--- src/hdl/bps_pkg.sv ---
package bps_pkg;
   localparam int PIX_BITS = 12;
   localparam int LVL_BITS = 8;
   localparam int NUM_REGS = 8;
   localparam int IDX_BITS = 3;
   localparam int NUM_PIX = 9;
   localparam int PIX_CNT_BITS = 4;

   localparam logic [IDX_BITS-1:0] REG_P0_X = 3'd0;
   localparam logic [IDX_BITS-1:0] REG_P0_Y = 3'd1;
   localparam logic [IDX_BITS-1:0] REG_P1_X = 3'd2;
   localparam logic [IDX_BITS-1:0] REG_P1_Y = 3'd3;
   localparam logic [IDX_BITS-1:0] REG_P2_X = 3'd4;
   localparam logic [IDX_BITS-1:0] REG_P2_Y = 3'd5;
   localparam logic [IDX_BITS-1:0] REG_P3_X = 3'd6;
   localparam logic [IDX_BITS-1:0] REG_P3_Y = 3'd7;

   typedef struct packed {
      logic [PIX_BITS-1:0] ix;
      logic [PIX_BITS-1:0] iy;
      logic [15:0]         fx;
      logic [15:0]         fy;
   } point_type;
endpackage

--- src/hdl/bps_queue.sv ---
module bps_queue (
   input  logic               clock,
   input  logic               reset,
   input  logic               in_valid,
   output logic               in_ready,
   input  bps_pkg::point_type in_data,
   output logic               out_valid,
   input  logic               out_ready,
   output bps_pkg::point_type out_data
);
   import bps_pkg::*;
   point_type mem_ff [2];
   logic [1:0] cnt_ff;
   logic wp_ff, rp_ff;
   logic push, pop;
   assign in_ready = cnt_ff != 2'd2;
   assign out_valid = cnt_ff != 2'd0;
   assign out_data = mem_ff[rp_ff];
   assign push = in_valid && in_ready;
   assign pop = out_valid && out_ready;
   always_ff @(posedge clock) begin
      if (reset) begin
         cnt_ff <= '0;
         wp_ff <= 1'b0;
         rp_ff <= 1'b0;
      end else begin
         cnt_ff <= cnt_ff + {1'b0, push} - {1'b0, pop};
         if (push) wp_ff <= !wp_ff;
         if (pop) rp_ff <= !rp_ff;
      end
      if (push) mem_ff[wp_ff] <= in_data;
   end
endmodule

--- config.mk ---
export PLATFORM = sky130hd
export DESIGN_NAME = bps_queue
export DESIGN_NICKNAME = d
export VERILOG_FILES = /design/src/hdl/bps_pkg.sv /design/src/hdl/bps_queue.sv
export SDC_FILE = /design/constraint.sdc
export NUM_CORES = 1
export LEC_CHECK = 0
export BUFFER_PORTS_ARGS = -buffer_cell sky130_fd_sc_hd__buf_2
export CORE_MARGIN = 8
export CORE_UTILIZATION = 55
export DETAILED_ROUTE_END_ITERATION = 7
export HOLD_SLACK_MARGIN = 0.15
export PLACE_DENSITY_LB_ADDON = 0.1
export SYNTH_ARGS = -nofsm -noshare
export SYNTH_HDL_FRONTEND = slang
export SYNTH_SLANG_ARGS = --single-unit
--- constraint.sdc ---
create_clock -name clock -period 5.8 [get_ports clock]
set_clock_uncertainty 0.2 [all_clocks]
set_input_delay 0.58 -clock clock [delete_from_list [all_inputs] [get_ports clock]]
set_output_delay 0.58 -clock clock [all_outputs]
set_load 0.01 [all_outputs]
# Word level (Yosys, flattened, before mapping)
# Memory sizes are Yosys's and may differ from the RTL's. A register that Yosys moved wholly into a read port is not among the register bits.
# Index checks and enable logic that the tools add are counted.
[totals]
memories = 1
inputBits = 60
ram_bits = 112
out_inout_bits = 58
regBits = 4
[op_classes]
mux = 4
n_reduce_logical = 5
eq_ne = 1
add_sub_neg = 2
[memory_table]
columns = ["memory", "depth", "word_bits", "rd", "rd_clocked_by_memory_dff", "wr", "line", "rtl"]
rows = [
  ["mem_ff", 2, 56, 1, 1, 1, "bps_queue.sv:12", "point_type mem_ff [2];"],
]
[op_table]
columns = ["operator", "n"]
rows = [
  ["$mux W1", 4],
  ["$add A2 B1 Y2", 1],
  ["$logic_and A1 B1 Y1", 2],
  ["$logic_not A1 Y1", 2],
  ["$ne A2 B2 Y1 const B", 1],
  ["$reduce_bool A2 Y1", 1],
  ["$sub A2 B1 Y2", 1],
]

# Logic depth before layout (Yosys ltp)
# Gate-level depths: netlist of run 1.
[logic_depth]
word_depth = 4
mapped_depth = 6
depth_no_buf = 6

# Least setup slack after synthesis of run 1
# No wires, ideal clock.
[synth_path]
path_kind = "register -> register"
start = "register cnt_ff[0]"
end = "memory mem_ff[0][0] (netlist name), enable pin"
stages_incl_launch_ff = 4
arrival_ps = 1830
n_path_buf = 0
required_ps = 5190
setup_time_ps = 410
slack_ps = 3360
period_less_slack_ps = 2440
cell_sequence = "dfxtp_1 > nand2b_1 > nand3b_1 > inv_1"
[synth_between]
elab_chain_cells = 4
[synth_rtl]
columns = ["element", "line", "rtl"]
rows = [
  ["start: declaration", "bps_queue.sv:13", "logic [1:0] cnt_ff;"],
  ["start signal: assignment", "bps_queue.sv:27", "cnt_ff <= cnt_ff + {1'b0, push} - {1'b0, pop};"],
  ["$ne A2 B2 Y1", "bps_queue.sv:16", "assign in_ready = cnt_ff != 2'd2;"],
  ["via in_ready", "bps_queue.sv:5", "output logic in_ready,"],
  ["$logic_and A1 B1 Y1", "bps_queue.sv:19", "assign push = in_valid && in_ready;"],
  ["$mux W1", "bps_queue.sv:31", "if (push) mem_ff[wp_ff] <= in_data;"],
  ["$mux W1 (implied by the code)", "bps_queue.sv:31", ""],
  ["end: declaration", "bps_queue.sv:12", ""],
]
# The timed path passes the listed nets, and every way through them passes these cells.

==> summary by stage, run 1 <==
Clocking
The root cell of the clock tree is clkbuf_8. Clock latency on the worst-skew pair, taken at its later pin, is 490 ps. The count of H-tree levels built during CTS is 4. In this run the deepest clock path goes through 2 buffers. The number of gates resized after CTS was 0.

TritonCTS built the clock tree. Clock tree synthesis inserted a total of 17 buffers. The clock-pin transition on the worst setup and hold timing paths is 60 ps. The clock net sink count is 117.

Global route
The global-route wire length before repair is 13600 um. The total global-route track usage is 15.6%. The via count of the first global-routing pass is 2687. The overall overflow remaining after global route is 0. Entering global routing, the biggest net connects 57 pins.

The number of antenna violations at the first check in global routing is 0.

Place
The worst setup slack before clock tree synthesis is 3460 ps. The congestion estimate from routability-driven global placement came to 0.676. Summed over all nets, the half-perimeter wirelength after detailed placement is 4990 um. The number of buffers added on ports is 117.

Summing all placed instances gives a cell area of 5150 um^2.

Min path
The launch point of the worst hold path is in_valid. The min-delay analysis places its worst path in the category primary input to flip-flop.

Die
After floorplanning, the core was sized to cover 8050 um^2. The vertical extent of the die is 106 um. The floorplan step defined a die boundary enclosing 11300 um^2.

The top-level port count is 118. From left edge to right edge, the die measures 106 um. The starting density of the core is 55.6%. The placement row count is 33.

Power
The worst voltage drop across the vdd grid is 0.261 mV. The power density normalized to cell area is 416 nW/um^2. The static leakage is 2.51 nW.

Synth
The number of warnings printed during yosys synthesis is 0. Synthesis produced 203 cells. The number of distinct standard cells referenced by the synthesized netlist is 28. The area share of the largest cell type after synthesis is 75.2%. The post-synthesis instance area is 4470 um^2.

Ranked by total cell area, the synthesized netlist is headed by edfxtp_1, mux2_4, mux2_1, dfxtp_1, buf_6. Dividing the synthesized area by the synthesized cell count gives 22.0 um^2. Synthesis produced a netlist with a net count of 264.

The biggest area consumer among synthesized cells is edfxtp_1. After synthesis, flip-flops and latches occupy 77.4% of the total area. The total of flip-flops plus latches after synthesis is 117.

STA
The remaining max-slew budget at the tightest pin is 35.6%. The final-report setup violation count is 0. The final critical-path required period is 2840 ps. The post-route setup TNS is 0 ps. The peak clock frequency supported by timing is 0.352 GHz. The post-route fraction of the period consumed by the critical path is 49.0%. The least setup slack across all paths after layout is 2960 ps.

Setup repair after global routing left no endpoint under its margin. The number of hold-slack violations in the final timing report is 0. The number of slew-limit violations in the final report was 0. The worst hold margin is 270 ps. The transition time of the tightest slew-check pin is 967 ps.

Finish
The fraction of layout instances using a drive strength above 1 is 47.9%. The area used by multi-input combinational logic is 950 um^2. The final core utilization is 78.7%. The net count reported at finish is 453. The finished cells cover 6330 um^2. Counting the fill cells in the layout gives 466. The area occupied by registers is 3470 um^2.

The area growth from synthesis to final layout is 41.6%. The number of inserted diodes is 0.

Drt
The total routed wirelength is 8440 um. Dividing the detail-routed wire length by the instance count gives 16.5 um. The count of nets left with antenna violations after detail routing is 0. The via density per instance is 4.81. The overall via count from detail_route is 2454. The post-route DRC violation count is 0. The violation count after the first detailed-routing iteration is 106. The first detailed-routing pass ran for 4 iterations.

Critical path
For the worst flop-to-flop path, the logic depth is 4. The setup check on the worst reg-to-reg path leaves a slack of 3790 ps. At the worst endpoint, the arrival time is 2060 ps. The worst register-to-register path ends at mem_ff[0][43]. In this run the worst setup path terminates at out_data[3]. The maximum fanout along the worst path is 56.

The worst setup path is launched from a flip-flop. By startpoint and endpoint, the worst setup path is classified as flip-flop to output port. STA classifies the critical path endpoint as an output port. The critical register-to-register path startpoint is cnt_ff[0]. The critical path required time is 5020 ps.

Run
Across the run, the number of max-cap violations was 0.

Run status
The flow ran to the end, and the final reports show no timing, DRC or antenna violations.
## cell usage in the layout (no fill, tap or decap), types with 2 or more instances in the layout
cell,n
edfxtp_1,112
clkinv_2,2
clkbuf_1,5
buf_2,117
dlygate4sd3_1,57
nor2_1,4
mux2_4,40
buf_4,2
mux2_2,2
mux2_1,14
bufinv_16,5
clkinvlp_4,2
nor2b_1,2
clkbuf_16,16
dfxtp_1,4
## cell type report
cell class | instances | area share [%]
repair buffers | 176 | 18.5
well taps | 105 | 2.07
multi-input cells | 79 | 15.0
flip-flops and latches | 117 | 54.7
clock inverters | 10 | 2.82
clock buffers | 22 | 6.83
inverters | 1 | 0.0593
## state kept, by name, summed over array words and instances, names as in the netlist, named ones only
name    count
rp_ff       1
mem_ff    112
wp_ff       1
cnt_ff      2
## metrics by stage
step,total power [mW],instances
after floorplan,1.40,203
after global placement,1.55,421
after detailed placement,1.56,421
after CTS,2.66,510
after global routing,2.74,510
final,2.63,510
## cells in the mapped netlist
cell,number
a21bo_1,1
dfxtp_1,5
inv_1,1
buf_6,4
mux2_2,2
buf_2,1
nand2b_1,1
nor2b_1,2
nor4bb_2,1
mux2_1,14
or2_2,1
edfxtp_1,112
o21ba_1,1
a21oi_1,1
o21ai_0,1
xor2_1,1
nor3_2,1
mux2_4,40
and3_4,1
and3_2,1
buf_4,1
o21ai_1,1
nand3_1,1
nand3b_1,1
o31a_1,1
nor4_1,1
ha_1,1
nor2_1,4
## critical path: stages (launching register included)
cell,delay (ps)
dfxtp_4,990
mux2_1,410
buf_2,150
## per-layer routing
metal / global-route usage (%) / up-vias / share of wire (%)
met5: 0 / - / 0
met4: 4.92 / 0 / 0.76
met3: 6.65 / 4 / 7.4
met2: 26.6 / 90 / 52
met1: 17.3 / 1174 / 40
li1: - / 1186 / -
## cells by family (layout without fill, tap and decap cells)
| family | Yosys count | in the layout | share of synthesized area [%] |
|---|---|---|---|
| muxes | 56 | 56 | 17.4 |
| buffers and inverters | 7 | 209 | 1.37 |
| adders and majority gates | 1 | 1 | 0.280 |
| AOI/OAI and AO/OA | 6 | 6 | 0.978 |
| xor gates and xnor gates | 1 | 1 | 0.196 |
| and+or+nand+nor | 15 | 15 | 2.32 |
| DFF | 117 | 117 | 77.4 |
## worst min-delay path by stage
stage,to,slack (ps),depth (start not counted)
6_report,wp_ff,270,3
4_1_cts,wp_ff,250,3
3_3_place_gp,rp_ff,290,2
3_5_place_dp,flip-flop,300,2
2_1_floorplan,flip-flop,270,2
5_1_grt,wp_ff,290,3
## power by group
group / switching (mW) / internal, mW / leakage [nW]
Combinational: 0.190 / 0.265 / 1.13
Sequential: 0.0786 / 1.03 / 1.09
Clock: 0.332 / 0.737 / 0.291
Total: 0.601 / 2.03 / 2.51
## repair_timing
action                                 4_1_cts  5_1_grt
buffers inserted                             0        0
endpoints found under the hold margin      117        0
hold buffers                                57        0
Power figures use the tool's default switching activity.
==> inputs of run 2 (changes only) <==
--- a/config.mk
+++ b/config.mk
@@ -7,7 +7,7 @@
 export LEC_CHECK = 0
 export BUFFER_PORTS_ARGS = -buffer_cell sky130_fd_sc_hd__buf_2
 export CORE_MARGIN = 8
-export CORE_UTILIZATION = 55
+export CORE_UTILIZATION = 52
 export DETAILED_ROUTE_END_ITERATION = 7
 export HOLD_SLACK_MARGIN = 0.15
 export PLACE_DENSITY_LB_ADDON = 0.1
==> constraint.sdc (replaced) <==
create_clock -name clock -period 2.7 [get_ports clock]
set_clock_uncertainty 0.2 [all_clocks]
set_input_delay 0.27 -clock clock [delete_from_list [all_inputs] [get_ports clock]]
set_output_delay 0.27 -clock clock [all_outputs]
set_load 0.01 [all_outputs]
==> summary by stage, run 2 (synthesis gave the netlist of run 1 again) <==
STA
The peak clock frequency supported by timing is 0.411 GHz. The post-route fraction of the period consumed by the critical path is 90.1%. The number of slew-limit violations in the final report is 0 (unchanged). The final critical-path required period is 2430 ps. The number of hold-slack violations in the final timing report is 0 (unchanged). Setup repair after global routing left no endpoint under its margin. The transition time of the tightest slew-check pin is 465 ps (-502 ps). The post-route setup TNS is 0 ps (unchanged).

The remaining max-slew budget at the tightest pin is 69.0% (+33 points). The final-report setup violation count is 0 (unchanged).

Finish
Leaving out fill and tap cells, the most frequent cell in the layout is buf_2. The largest registers in the layout are mem_ff (112), cnt_ff (2). The area growth from synthesis to final layout is 42.9%. The top cell types in the final layout, fill and taps aside, are buf_2, edfxtp_1, dlygate4sd3_1. The number of inserted diodes was 0 (unchanged). The register bank with the most flops is mem_ff. The fraction of layout instances using a drive strength above 1 is 49.0% (+1.1 points). The net count reported at finish is 458 (+1.1%). The flip-flop count of the largest register, all copies and words added is 112 (unchanged).

Clocking
TritonCTS built the clock tree. The largest buffer count on any clock path is 2 (unchanged). The number of instances resized during post-cts repair is 0 (unchanged). The number of buffers created by CTS was 17 (unchanged). The clock insertion delay at the later pin of the skew report is 500 ps (about the same).

The number of buffers inserted for hold repair after clock tree synthesis was 60 (+5.3%). The count of H-tree levels built during CTS is 4 (unchanged). The root cell of the clock tree is clkbuf_8. The clock net sink count is 117 (unchanged).

The post-CTS repair timing setup buffer count is 0 (unchanged). The clock-pin transition on the worst setup and hold timing paths is 60 ps (about the same).

Critical path
The startpoint-to-endpoint class of the critical path is flip-flop to output port. The signal on the critical path passes through buf_12, mux2_1, buf_2. The cell type group with the largest total delay on the critical path is flip-flops. The combined buffer and inverter count along the critical path is 2 (+1). The flop-to-flop setup slack is 820 ps (-2970 ps). The maximum fanout along the worst path is 31 (-45%). The data arrival time of the critical path is 1960 ps (-100 ps).

The path depth of the worst reg2reg path is 6 (+2). The largest stage delay on the critical path is 640 ps (-350 ps). The worst setup path is captured at an output port. The critical register-to-register path startpoint is cnt_ff[1]. The critical path required time is 2230 ps (-2790 ps).

The worst setup path is launched from a flip-flop. The reg-to-reg critical path endpoint is cnt_ff[1]. The cell type of the slowest stage on the worst timing path is dfxtp_4.

Drt
The violation count after the first detailed-routing iteration is 99 (-6.6%). The number of iterations in the first detailed-routing pass was 4 (unchanged). The wire length per cell after detailed routing is 17.4 um (+5.2%). The total routed wirelength is 9020 um (+6.8%). The via density per instance is 4.82 (+0.18%).

The post-route DRC violation count is 0 (unchanged). The count of nets left with antenna violations after detail routing is 0 (unchanged). The overall via count from detail_route is 2497 (+1.8%).

Min path
The end of the worst hold path is mem_ff[0][53]. The class of the tightest hold or removal check is primary input to flip-flop. The launch point of the worst hold path is in_data[53]. The number of stages on the worst hold path is 2 (-1).

Place
The number of buffers added on ports is 117 (unchanged). The detailed placer's ending HPWL is 5560 um (+11%). The routability congestion estimate from global placement was 0.721 (+6.7%).

Run status
The flow ran to the end, and the final reports show no timing, DRC or antenna violations.

Power
The static leakage came to 2.53 nW (+0.95%). The worst voltage drop across the vdd grid came to 0.672 mV (+160%). The power density normalized to cell area is 874 nW/um^2 (+110%). The total power is 5.59 mW (+110%).

Global route
The overall overflow remaining after global route is 0 (unchanged). The total global-route track usage is 15.7% (+0.15 points). The via count of the first global-routing pass is 2756 (+2.6%). The number of antenna violations at the first check in global routing is 0 (unchanged). The global-route wire length before repair was 13900 um (+2.4%).

The maximum number of pins on one net before global-route repair is 57 (unchanged).

Die
The vertical extent of the die is 109 um (+2.4%). The placement row count is 34 (+3.0%). The die footprint is 11800 um^2 (+4.9%). The starting density of the core was 52.3% (-3.2 points). The top-level port count is 118 (unchanged).

The die outline width is 109 um (+2.4%). The standard cell core area is 8550 um^2 (+6.2%).

Run
The number of max-capacitance violations reported is 0 (unchanged).
## run 2: power by group
group / switching (mW) / internal (mW)
combinational: 0.486 / 0.593
clock: 0.781 / 1.41
sequential: 0.113 / 2.21
total: 1.38 / 4.21
## run 2: worst max-delay path by stage
| stage | end | slack (ps) | from | cells after the start |
|---|---|---|---|---|
| global placement | out_data[3] | 800 | flip-flop | 3 |
| finish | out_data[2] | 270 | flip-flop | 3 |
| global route | out_data[3] | 160 | flip-flop | 3 |
| floorplan | mem_ff[0][0] | 260 | cnt_ff[0] | 3 |
| detailed placement | out_data[4] | 770 | flip-flop | 3 |
| CTS | out_data[2] | 220 | flip-flop | 3 |
## run 2: area by class of cell
class,count,area (um^2)
inverter,1,3.75
fill,477,2160
clock buffer,17,414
clock inverter,15,183
tap,108,135
multi-input combinational,79,950
sequential,117,3470
timing repair buffer,181,1240
## run 2: worst reg2reg max path, cell delays in order (launching register included)
cell and delay [ps]:
dfxtp_1 450, nor2b_1 250, o21ba_1 160, nor2_1 40
ha_1 200, nor4_1 380, nor3_2 80
## run 2: stage by stage
step                      std cells  hold slack (ps)  instance area, um^2  utilization [%]  setup WS, ps
after global routing            518              284                 6390             74.8           157
final                           518              294                 6390             74.8           266
after CTS                       518              256                 6390             74.8           218
after floorplan                 203              139                 4470                -           260
after global placement          426              257                 5200             60.8           796
after detailed placement        426              261                 5200             60.8           768
## run 2: per-layer routing
layer | up-vias | track usage (%) | wire [um]
met1 | 1206 | 16.7 | 3460
met5 | - | 0 | 0
met3 | 5 | 5.85 | 682
met4 | 0 | 5.87 | 60
li1 | 1201 | - | -
met2 | 85 | 28.0 | 4810
